==> config.mk <==
export PLATFORM = sky130hd
export DESIGN_NAME = calibrated_point_mapper_unit
export DESIGN_NICKNAME = d
export VERILOG_FILES = /design/src/rtl/core/cpm_pkg.sv /design/src/rtl/core/cpm_front.sv /design/src/rtl/core/cpm_queue.sv /design/src/rtl/core/cpm_back.sv /design/src/rtl/core/calibrated_point_mapper_unit.sv
export SDC_FILE = /design/constraint.sdc
export NUM_CORES = 2
export LEC_CHECK = 0
export BUFFER_PORTS_ARGS = -buffer_cell sky130_fd_sc_hd__buf_2
export CORE_MARGIN = 1
export CORE_UTILIZATION = 40
export DETAILED_ROUTE_END_ITERATION = 7
export PLACE_DENSITY_LB_ADDON = 0.1
export SLEW_MARGIN = 40
export SYNTH_ARGS = -nofsm -noshare
export SYNTH_HDL_FRONTEND = slang
export SYNTH_SLANG_ARGS = --single-unit
==> constraint.sdc <==
create_clock -name clk -period 11.4 [get_ports clk]
set_input_delay 1.14 -clock clk [delete_from_list [all_inputs] [get_ports clk]]
set_output_delay 1.14 -clock clk [all_outputs]
set_load 0.05 [all_outputs]
==> src/rtl/core/cpm_pkg.sv <==
// Package for the calibrated point mapper: configuration, queue item and
// divider lane types, register indexes and the shared long-division step.
// No dependencies.
`default_nettype none

package cpm_pkg;

	localparam int unsigned RAW_W          = 10;
	localparam int unsigned SCR_W          = 12;
	localparam int unsigned MARGIN_W       = 8;
	localparam int unsigned PROD_W         = RAW_W + SCR_W;
	localparam int unsigned CFG_IDX_W      = 3;
	localparam int unsigned CFG_DATA_W     = 12;
	localparam int unsigned BITS_PER_STAGE = 2;
	localparam int unsigned DIV_STAGES     = SCR_W / BITS_PER_STAGE;
	localparam int unsigned QUEUE_DEPTH    = 2;

	// Register indexes on the configuration port
	typedef enum logic [CFG_IDX_W-1:0] {
		REG_CAL_X_MIN     = 3'd0,
		REG_CAL_X_MAX     = 3'd1,
		REG_CAL_Y_MIN     = 3'd2,
		REG_CAL_Y_MAX     = 3'd3,
		REG_SCREEN_WIDTH  = 3'd4,
		REG_SCREEN_HEIGHT = 3'd5,
		REG_EDGE_MARGIN   = 3'd6
	} cpm_reg_t;

	// How an axis gets its mapped value
	typedef enum logic [1:0] {
		MAP_DIV  = 2'd0,
		MAP_ZERO = 2'd1,
		MAP_FULL = 2'd2
	} cpm_cls_t;

	typedef struct packed {
		logic [RAW_W-1:0]    cal_x_min;
		logic [RAW_W-1:0]    cal_x_max;
		logic [RAW_W-1:0]    cal_y_min;
		logic [RAW_W-1:0]    cal_y_max;
		logic [SCR_W-1:0]    screen_width;
		logic [SCR_W-1:0]    screen_height;
		logic [MARGIN_W-1:0] edge_margin;
	} cpm_cfg_t;

	// One axis in the divider: partial remainder, and a word that shifts
	// dividend bits out at the top while quotient bits enter at the bottom
	typedef struct packed {
		logic [RAW_W-1:0] rem;
		logic [SCR_W-1:0] rq;
		logic [RAW_W-1:0] span;
		cpm_cls_t         cls;
		logic [SCR_W-1:0] size;
	} cpm_lane_t;

	typedef struct packed {
		cpm_lane_t           x;
		cpm_lane_t           y;
		logic [MARGIN_W-1:0] margin;
	} cpm_item_t;

	typedef struct packed {
		logic full;
		logic empty;
	} cpm_qstat_t;

	// One restoring long-division step; the remainder always stays below span
	function automatic cpm_lane_t lane_step(cpm_lane_t l);
		logic [RAW_W:0] t;
		cpm_lane_t      r;
		r = l;
		t = {l.rem, l.rq[SCR_W-1]};
		if (t >= {1'b0, l.span}) begin
			r.rem = RAW_W'(t - {1'b0, l.span});
			r.rq  = {l.rq[SCR_W-2:0], 1'b1};
		end else begin
			r.rem = t[RAW_W-1:0];
			r.rq  = {l.rq[SCR_W-2:0], 1'b0};
		end
		return r;
	endfunction

endpackage

`default_nettype wire

==> src/rtl/core/cpm_front.sv <==
// Front end of the point mapper: takes a point, classifies each axis against
// the calibration span and forms the scaled numerator. Uses cpm_pkg.
`default_nettype none

module cpm_front (
	input  wire logic                        clk,
	input  wire logic                        arst_n,
	input  wire logic                        start,
	output logic                             busy,
	input  wire logic [cpm_pkg::RAW_W-1:0]   dot_x,
	input  wire logic [cpm_pkg::RAW_W-1:0]   dot_y,
	input  wire cpm_pkg::cpm_cfg_t           cfg,
	input  wire cpm_pkg::cpm_qstat_t         qstat,
	output logic                             push,
	output cpm_pkg::cpm_item_t               item
);
	import cpm_pkg::*;

	logic                vld_s1;
	logic                accept;
	logic [RAW_W-1:0]    diff_x, diff_y, span_x, span_y;
	cpm_cls_t            cls_x, cls_y;
	logic [RAW_W-1:0]    diff_x_s1, diff_y_s1, span_x_s1, span_y_s1;
	cpm_cls_t            cls_x_s1, cls_y_s1;
	logic [SCR_W-1:0]    size_x_s1, size_y_s1;
	logic [MARGIN_W-1:0] margin_s1;
	logic [PROD_W-1:0]   num_x, num_y;

	// Hold the stage while the queue has no room
	assign busy   = vld_s1 && qstat.full;
	assign accept = start && !busy;
	assign push   = vld_s1 && !qstat.full;

	// Classify x: below span, above span, empty span, or inside
	always_comb begin
		span_x = cfg.cal_x_max - cfg.cal_x_min;
		diff_x = dot_x - cfg.cal_x_min;
		if (dot_x < cfg.cal_x_min) begin
			cls_x = MAP_ZERO;
		end else if (dot_x > cfg.cal_x_max) begin
			cls_x = MAP_FULL;
		end else if (span_x == '0) begin
			cls_x = MAP_ZERO;
		end else begin
			cls_x = MAP_DIV;
		end
		// Keep the divider harmless on lanes that bypass it
		if (cls_x != MAP_DIV) begin
			diff_x = '0;
			span_x = RAW_W'(1);
		end
	end

	// Classify y the same way
	always_comb begin
		span_y = cfg.cal_y_max - cfg.cal_y_min;
		diff_y = dot_y - cfg.cal_y_min;
		if (dot_y < cfg.cal_y_min) begin
			cls_y = MAP_ZERO;
		end else if (dot_y > cfg.cal_y_max) begin
			cls_y = MAP_FULL;
		end else if (span_y == '0) begin
			cls_y = MAP_ZERO;
		end else begin
			cls_y = MAP_DIV;
		end
		if (cls_y != MAP_DIV) begin
			diff_y = '0;
			span_y = RAW_W'(1);
		end
	end

	// Stage valid: set on a new transaction, drop once pushed
	always_ff @(posedge clk or negedge arst_n) begin
		if (!arst_n) begin
			vld_s1 <= 1'b0;
		end else if (accept) begin
			vld_s1 <= 1'b1;
		end else if (push) begin
			vld_s1 <= 1'b0;
		end
	end

	// Capture the classified point with a snapshot of scales and margin
	always_ff @(posedge clk) begin
		if (accept) begin
			diff_x_s1 <= diff_x;
			diff_y_s1 <= diff_y;
			span_x_s1 <= span_x;
			span_y_s1 <= span_y;
			cls_x_s1  <= cls_x;
			cls_y_s1  <= cls_y;
			size_x_s1 <= cfg.screen_width;
			size_y_s1 <= cfg.screen_height;
			margin_s1 <= cfg.edge_margin;
		end
	end

	// Scale the offsets; the quotient of num / span never exceeds the screen size of its axis
	assign num_x = PROD_W'(diff_x_s1) * PROD_W'(size_x_s1);
	assign num_y = PROD_W'(diff_y_s1) * PROD_W'(size_y_s1);

	always_comb begin
		item.x.rem  = num_x[PROD_W-1:SCR_W];
		item.x.rq   = num_x[SCR_W-1:0];
		item.x.span = span_x_s1;
		item.x.cls  = cls_x_s1;
		item.x.size = size_x_s1;
		item.y.rem  = num_y[PROD_W-1:SCR_W];
		item.y.rq   = num_y[SCR_W-1:0];
		item.y.span = span_y_s1;
		item.y.cls  = cls_y_s1;
		item.y.size = size_y_s1;
		item.margin = margin_s1;
	end

endmodule

`default_nettype wire

==> src/rtl/core/cpm_queue.sv <==
// Two-entry queue between the mapper's front and back ends.
// Uses cpm_pkg for the item type.
`default_nettype none

module cpm_queue (
	input  wire logic                clk,
	input  wire logic                arst_n,
	input  wire logic                push,
	input  wire cpm_pkg::cpm_item_t  wr_item,
	input  wire logic                pop,
	output cpm_pkg::cpm_item_t       head,
	output cpm_pkg::cpm_qstat_t      qstat
);
	import cpm_pkg::*;

	localparam int unsigned PTR_W = $clog2(QUEUE_DEPTH);
	localparam int unsigned CNT_W = $clog2(QUEUE_DEPTH + 1);

	cpm_item_t        mem_q [QUEUE_DEPTH];
	logic [PTR_W-1:0] wr_ptr_q, rd_ptr_q;
	logic [CNT_W-1:0] cnt_q;
	logic             do_push, do_pop;

	assign qstat.full  = (cnt_q == CNT_W'(QUEUE_DEPTH));
	assign qstat.empty = (cnt_q == '0);
	assign do_push     = push && !qstat.full;
	assign do_pop      = pop && !qstat.empty;
	assign head        = mem_q[rd_ptr_q];

	// Advance pointers and occupancy
	always_ff @(posedge clk or negedge arst_n) begin
		if (!arst_n) begin
			wr_ptr_q <= '0;
			rd_ptr_q <= '0;
			cnt_q    <= '0;
		end else begin
			if (do_push) begin
				wr_ptr_q <= wr_ptr_q + PTR_W'(1);
			end
			if (do_pop) begin
				rd_ptr_q <= rd_ptr_q + PTR_W'(1);
			end
			if (do_push && !do_pop) begin
				cnt_q <= cnt_q + CNT_W'(1);
			end else if (do_pop && !do_push) begin
				cnt_q <= cnt_q - CNT_W'(1);
			end
		end
	end

	// Store entries
	always_ff @(posedge clk) begin
		if (do_push) begin
			mem_q[wr_ptr_q] <= wr_item;
		end
	end

`ifndef SYNTHESIS
	a_no_push_full: assert property (@(posedge clk) disable iff (!arst_n)
		push |-> !qstat.full)
		else $error("queue push while full");
	a_full_not_empty: assert property (@(posedge clk) disable iff (!arst_n)
		!(qstat.full && qstat.empty))
		else $error("queue full and empty at once");
	a_pop_frees: assert property (@(posedge clk) disable iff (!arst_n)
		(do_pop && !do_push) |=> !qstat.full)
		else $error("queue still full after a pop");
`endif

endmodule

`default_nettype wire

==> src/rtl/core/cpm_back.sv <==
// Back end of the point mapper: pipelined long division on both axes, then
// the x clamp and the y inversion with lower bound. Uses cpm_pkg.
`default_nettype none

module cpm_back (
	input  wire logic                      clk,
	input  wire logic                      arst_n,
	input  wire cpm_pkg::cpm_item_t        head,
	input  wire cpm_pkg::cpm_qstat_t       qstat,
	output logic                           pop,
	output logic                           done,
	output logic [cpm_pkg::SCR_W-1:0]      screen_x,
	output logic [cpm_pkg::SCR_W-1:0]      screen_y
);
	import cpm_pkg::*;

	cpm_item_t        div_s   [DIV_STAGES];
	cpm_item_t        div_nx  [DIV_STAGES];
	logic             vld_s   [DIV_STAGES];
	logic             done_q;
	logic [SCR_W-1:0] screen_x_q, screen_y_q;
	logic [SCR_W-1:0] map_x, map_y, clamp_x, clamp_y, inv_y;
	logic [SCR_W:0]   x_hi;
	cpm_item_t        last;

	// Never stalls: drain the queue whenever it holds an item
	assign pop = !qstat.empty;

	// Each stage retires BITS_PER_STAGE quotient bits per lane
	for (genvar g = 0; g < DIV_STAGES; g++) begin : g_div
		cpm_item_t src;
		logic      src_vld;
		if (g == 0) begin : g_first
			assign src     = head;
			assign src_vld = !qstat.empty;
		end else begin : g_rest
			assign src     = div_s[g-1];
			assign src_vld = vld_s[g-1];
		end

		always_comb begin
			div_nx[g] = src;
			for (int b = 0; b < BITS_PER_STAGE; b++) begin
				div_nx[g].x = lane_step(div_nx[g].x);
				div_nx[g].y = lane_step(div_nx[g].y);
			end
		end

		always_ff @(posedge clk or negedge arst_n) begin
			if (!arst_n) begin
				vld_s[g] <= 1'b0;
			end else begin
				vld_s[g] <= src_vld;
			end
		end

		always_ff @(posedge clk) begin
			div_s[g] <= div_nx[g];
		end
	end

	assign last = div_s[DIV_STAGES-1];

	// Pick the mapped value per axis
	always_comb begin
		case (last.x.cls)
			MAP_DIV:  map_x = last.x.rq;
			MAP_FULL: map_x = last.x.size;
			default:  map_x = '0;
		endcase
		case (last.y.cls)
			MAP_DIV:  map_y = last.y.rq;
			MAP_FULL: map_y = last.y.size;
			default:  map_y = '0;
		endcase
	end

	// Clamp x, low bound first; invert y and raise it to the margin
	always_comb begin
		x_hi  = {1'b0, last.x.size} - (SCR_W+1)'(last.margin);
		inv_y = last.y.size - map_y;
		if (map_x < SCR_W'(last.margin)) begin
			clamp_x = SCR_W'(last.margin);
		end else if ({1'b0, map_x} > x_hi) begin
			clamp_x = x_hi[SCR_W-1:0];
		end else begin
			clamp_x = map_x;
		end
		if (inv_y < SCR_W'(last.margin)) begin
			clamp_y = SCR_W'(last.margin);
		end else begin
			clamp_y = inv_y;
		end
	end

	// Result strobe and payload
	always_ff @(posedge clk or negedge arst_n) begin
		if (!arst_n) begin
			done_q <= 1'b0;
		end else begin
			done_q <= vld_s[DIV_STAGES-1];
		end
	end

	always_ff @(posedge clk) begin
		screen_x_q <= clamp_x;
		screen_y_q <= clamp_y;
	end

	assign done     = done_q;
	assign screen_x = screen_x_q;
	assign screen_y = screen_y_q;

endmodule

`default_nettype wire

==> src/rtl/core/calibrated_point_mapper_unit.sv <==
// Calibrated point mapper: holds the configuration registers and joins the
// front end, the queue and the divider back end. Uses cpm_pkg.
// A point goes through the front stage, the queue, the divider and done_q.
// Throughput: a point per cycle if not busy; the 6-stage divider sets it.
// The receiver cannot stall; done lasts one cycle per result.
// Reset clears the pipeline and loads the calibration defaults.
`default_nettype none

module calibrated_point_mapper_unit (
	input  wire logic                          clk,
	input  wire logic                          arst_n,
	input  wire logic                          start,
	output logic                               busy,
	input  wire logic [cpm_pkg::RAW_W-1:0]     dot_x,
	input  wire logic [cpm_pkg::RAW_W-1:0]     dot_y,
	input  wire logic                          cfg_we,
	input  wire logic [cpm_pkg::CFG_IDX_W-1:0] cfg_index,
	input  wire logic [cpm_pkg::CFG_DATA_W-1:0] cfg_data,
	output logic                               done,
	output logic [cpm_pkg::SCR_W-1:0]          screen_x,
	output logic [cpm_pkg::SCR_W-1:0]          screen_y
);
	import cpm_pkg::*;

	cpm_cfg_t   cfg_q;
	cpm_item_t  push_item, head;
	cpm_qstat_t qstat;
	logic       push, pop;

	// Configuration registers
	always_ff @(posedge clk or negedge arst_n) begin
		if (!arst_n) begin
			cfg_q.cal_x_min     <= RAW_W'(0);
			cfg_q.cal_x_max     <= RAW_W'(1023);
			cfg_q.cal_y_min     <= RAW_W'(0);
			cfg_q.cal_y_max     <= RAW_W'(767);
			cfg_q.screen_width  <= SCR_W'(640);
			cfg_q.screen_height <= SCR_W'(480);
			cfg_q.edge_margin   <= MARGIN_W'(0);
		end else if (cfg_we) begin
			unique case (cfg_index)
				REG_CAL_X_MIN:     cfg_q.cal_x_min     <= cfg_data[RAW_W-1:0];
				REG_CAL_X_MAX:     cfg_q.cal_x_max     <= cfg_data[RAW_W-1:0];
				REG_CAL_Y_MIN:     cfg_q.cal_y_min     <= cfg_data[RAW_W-1:0];
				REG_CAL_Y_MAX:     cfg_q.cal_y_max     <= cfg_data[RAW_W-1:0];
				REG_SCREEN_WIDTH:  cfg_q.screen_width  <= cfg_data[SCR_W-1:0];
				REG_SCREEN_HEIGHT: cfg_q.screen_height <= cfg_data[SCR_W-1:0];
				REG_EDGE_MARGIN:   cfg_q.edge_margin   <= cfg_data[MARGIN_W-1:0];
				default: ;
			endcase
		end
	end

	cpm_front u_front (
		.clk    (clk),
		.arst_n (arst_n),
		.start  (start),
		.busy   (busy),
		.dot_x  (dot_x),
		.dot_y  (dot_y),
		.cfg    (cfg_q),
		.qstat  (qstat),
		.push   (push),
		.item   (push_item)
	);

	cpm_queue u_queue (
		.clk     (clk),
		.arst_n  (arst_n),
		.push    (push),
		.wr_item (push_item),
		.pop     (pop),
		.head    (head),
		.qstat   (qstat)
	);

	cpm_back u_back (
		.clk      (clk),
		.arst_n   (arst_n),
		.head     (head),
		.qstat    (qstat),
		.pop      (pop),
		.done     (done),
		.screen_x (screen_x),
		.screen_y (screen_y)
	);

endmodule

`default_nettype wire
==> summary.txt <==
Clock network
  • H-tree depth: 3
  • Clock tree root driver cell: clkbuf_16
  • Hold_buf cts: 0
  • Resize count post-CTS: 0
  • Worst-Skew Late Latency: 0.68 ns
  • CTS tree: yes
  • Clock transition at path regs: approximately 0.060 ns
  • Num Clock Sinks: ~940
  • TritonCTS Buffers: 103
  • CTS max path bufs: 3
  • Setup Fix Bufs, Post-CTS: 0

Timing
  • TNS Setup: 0 ns
  • Min Hold Slack: 0.306 ns
  • Clk_skew: 0.0363 ns
  • Fin. max-slew vios: 0
  • Minimum clock period: 6.12 ns
  • Period utilisation layout: between 50% and 60%
  • Least-Margin Pin Slew: 0.815 ns
  • Setup violations, final: 0
  • Slew Limit Headroom: 45.6%
  • Fmax achieved: around 160 MHz
  • Final Hold Vio Count: 0
  • RSZ-0062 raised after global routing: no

Worst setup path
  • Worst R2R Start: u_queue.rd_ptr_q$_DFFE_PN0N_
  • Crit. End Element: flop
  • Worst R2R Path Depth: 18
  • Setup crit start kind: flop
  • Worst EP required: 11.96 ns
  • Worst Path Arrival: about 6.7 ns
  • Crit Path Class: flop to flop
  • Max FO, Critical Path: 49
  • Reg2reg setup slack: around 5.3 ns
  • R2r endpoint: u_back.div_s[0][49]$_DFF_P_

Logic synthesis
  • Post-Synthesis Net Count: a little over 5,000
  • Seq cells post-synth: approximately 940
  • Yosys top cell area share: 23.9%
  • Mapped Cells: 4,413
  • Synth cell types: 90
  • Most frequent cell after synthesis: dfxtp_1
  • Avg Inst Size Synth: 11.1 sq um
  • Seq/Total Area, Yosys: 45.2%
  • Post-synth EDFFs: around 280
  • Fraction of registers with async set/reset: 8.90%
  • Synth area leaders: dfxtp_1 24%, edfxtp_1 17%, ha_1 12%, fa_1 7.5%, mux2_2 5.8%
  • Synth cell count leaders: 584 x dfxtp_1, 475 x inv_1, 458 x ha_1
  • Yosys Warn Count: 0
  • Yosys top cell by area: dfxtp_1
  • Mapped Area: between 40,000 and 50,000 sq um
  • Ys flop type: dfxtp_1

Worst hold path
  • Hold Crit Class: flop to flop
  • Hold Path Depth: 0
  • HP Start: u_back.div_s[1][21]$_DFF_P_
  • End of the worst hold path: u_back.div_s[2][21]$_DFF_P_

Floorplanning
  • Core Area: 121,000 sq um
  • Initial core utilization: between 40% and 50%
  • Floorplan die height: 352 microns
  • Die width: about 350 microns
  • Full die area: approximately 120,000 sq um
  • IO Pins: between 60 and 70
  • Cell row count: about 130

Placement
  • RePlAce Congestion: 0.857
  • Placed Instances: 6,013
  • IO buf count: between 60 and 70
  • Detailed placer's ending HPWL: 75,000 microns

Global routing
  • Vias in the first global route: just over 30,000
  • Total track usage: roughly 16%
  • Pin count of the biggest net entering global routing: 69
  • Gr ovfl total: 0
  • Global-route wire length before repair: 162,000 microns
  • Initial antenna violation count: 1

Cells and area
  • Final Non-Filler Cells: 6,207
  • Layout area overhead: 12.0%
  • Final nets: 5,187
  • Fillers: 11,300
  • Ratio of cells with drive above 1 in the final layout: 13.1%

Route
  • DRT Pass-1 Iters: 5
  • WL/cell: 15.8 microns
  • # DRC: 0
  • DRT iter0 DRCs: between 1,000 and 1,500
  • Via/cell ratio: between 4 and 5
  • Vias: 30,100
  • DRT Wirelength: 98,300 microns
  • Final ANT Viol Nets: 0

Status
  • Status: finished, final reports clean

Job
  • Max_cap viols: 0
## metal layers
metal / up-vias / wire, microns / global-route usage [%]
met5: - / 0 / 0
met1: 14200 / 49400 / 22.7
met2: 338 / 43700 / 26.0
met4: 0 / 2400 / 5.04
met3: 122 / 2810 / 2.20
li1: 15400 / - / -
## area by class of cell
| class | count | area [sq um] | area share [%] |
|---|---|---|---|
| Multi-Input combinational cell | 2899 | 24700 | 45.1 |
| Sequential cell | 944 | 22100 | 40.4 |
| Clock buffer | 136 | 2960 | 5.40 |
| Tap cell | 1612 | 2020 | 3.68 |
| Inverter | 476 | 1790 | 3.26 |
| Clock inverter | 57 | 712 | 1.30 |
| Timing Repair Buffer | 82 | 469 | 0.857 |
| Antenna cell | 1 | 2.50 | 0.00457 |
## logic make-up (layout without fill, tap and decap cells)
group	after synthesis	after routing	synth area share, %
AO/OA/AOI/OAI	734	734	9.71
XOR/XNOR	231	231	4.14
adder cells (fa/ha/maj)	642	642	19.3
buffers and inverters	570	751	4.42
flip-flops	944	944	45.2
multiplexers	332	332	7.52
other	0	1	0
AND/OR/NAND/NOR	960	960	9.75
## metrics by stage
stage	instance area, sq um	util (%)	setup slack, ns
4_1_cts	54700	45.4	4.83
5_1_grt	54700	45.4	4.82
3_3_place_gp	51000	42.3	5.00
2_1_floorplan	48900	-	5.52
3_5_place_dp	51100	42.3	4.85
6_report	54700	45.4	5.28
## cell usage in the layout, fill, tap and decap left out, types with 10 or more instances in the layout
master	n
nor3_1	69
a21o_1	70
xor2_1	59
clkbuf_8	17
clkbuf_1	12
clkbuf_16	107
nand2b_1	28
clkinv_2	17
mux2_2	252
edfxtp_1	276
and2_1	145
and3_1	13
o21a_1	44
o31ai_1	17
a21oi_1	202
dfxtp_1	584
bufinv_16	10
o21ai_0	179
a211oi_1	32
a31oi_1	15
or2_2	25
buf_2	63
dfrtp_1	58
fa_1	184
nand2_1	247
nor2b_1	66
mux2i_1	70
o21bai_1	34
ha_1	458
nand4_1	49
buf_4	16
nor4_1	12
o211ai_1	13
nand3_1	30
nor3b_1	10
a21boi_0	16
inv_1	475
dfstp_2	25
nor2_1	224
xnor2_1	172
## flip-flops by register name (all words and copies together) (netlist names)
signal	flops
u_back.div_s	560
u_queue.mem_q	200
cfg_q	72
u_back.screen_x	12
u_back.screen_y	12
u_front.size_x_s1	12
u_front.size_y_s1	12
u_front.diff_x_s1	10
u_front.diff_y_s1	10
u_front.span_x_s1	10
u_front.span_y_s1	10
u_front.margin_s1	8
u_back.g_div.src_vld	5
u_front.cls_x_s1	2
u_front.cls_y_s1	2
u_queue.cnt_q	2
u_back.done	1
u_back.vld_s	1
u_front.vld_s1	1
u_queue.rd_ptr_q	1
u_queue.wr_ptr_q	1
## worst max path at each step
stage / endpoint / from / slack (ns)
after floorplan: u_back.div_s[0][45]$_DFF_P_ / u_queue.rd_ptr_q$_DFFE_PN0N_ / 5.52
after global placement: u_back.div_s[0][51]$_DFF_P_ / u_queue.rd_ptr_q$_DFFE_PN0N_ / 5.00
after detailed placement: u_back.div_s[0][49]$_DFF_P_ / u_queue.rd_ptr_q$_DFFE_PN0N_ / 4.85
after CTS: u_back.div_s[0][49]$_DFF_P_ / u_queue.rd_ptr_q$_DFFE_PN0N_ / 4.83
after global routing: u_back.div_s[0][45]$_DFF_P_ / u_queue.rd_ptr_q$_DFFE_PN0N_ / 4.82
final: u_back.div_s[0][49]$_DFF_P_ / u_queue.rd_ptr_q$_DFFE_PN0N_ / 5.28
## critical path, stage by stage, from the launching register on
cell,delay (ns)
dfrtp_4,0.65
buf_6,0.45
mux2i_1,0.64
ha_1,0.35
nor2b_1,0.15
o2111ai_1,0.26
a31oi_1,0.17
nand2_1,0.12
nor2_1,0.09
nor2_2,0.44
mux2i_1,0.40
ha_1,0.31
a21oi_1,0.17
a2bb2oi_1,0.30
a21o_1,0.18
a21oi_1,0.10
o22a_1,0.20
a221o_1,0.51
mux2_2,0.36
Power is not shown: default switching activity piles up to over one toggle a cycle in this logic, so the estimate is an artifact.
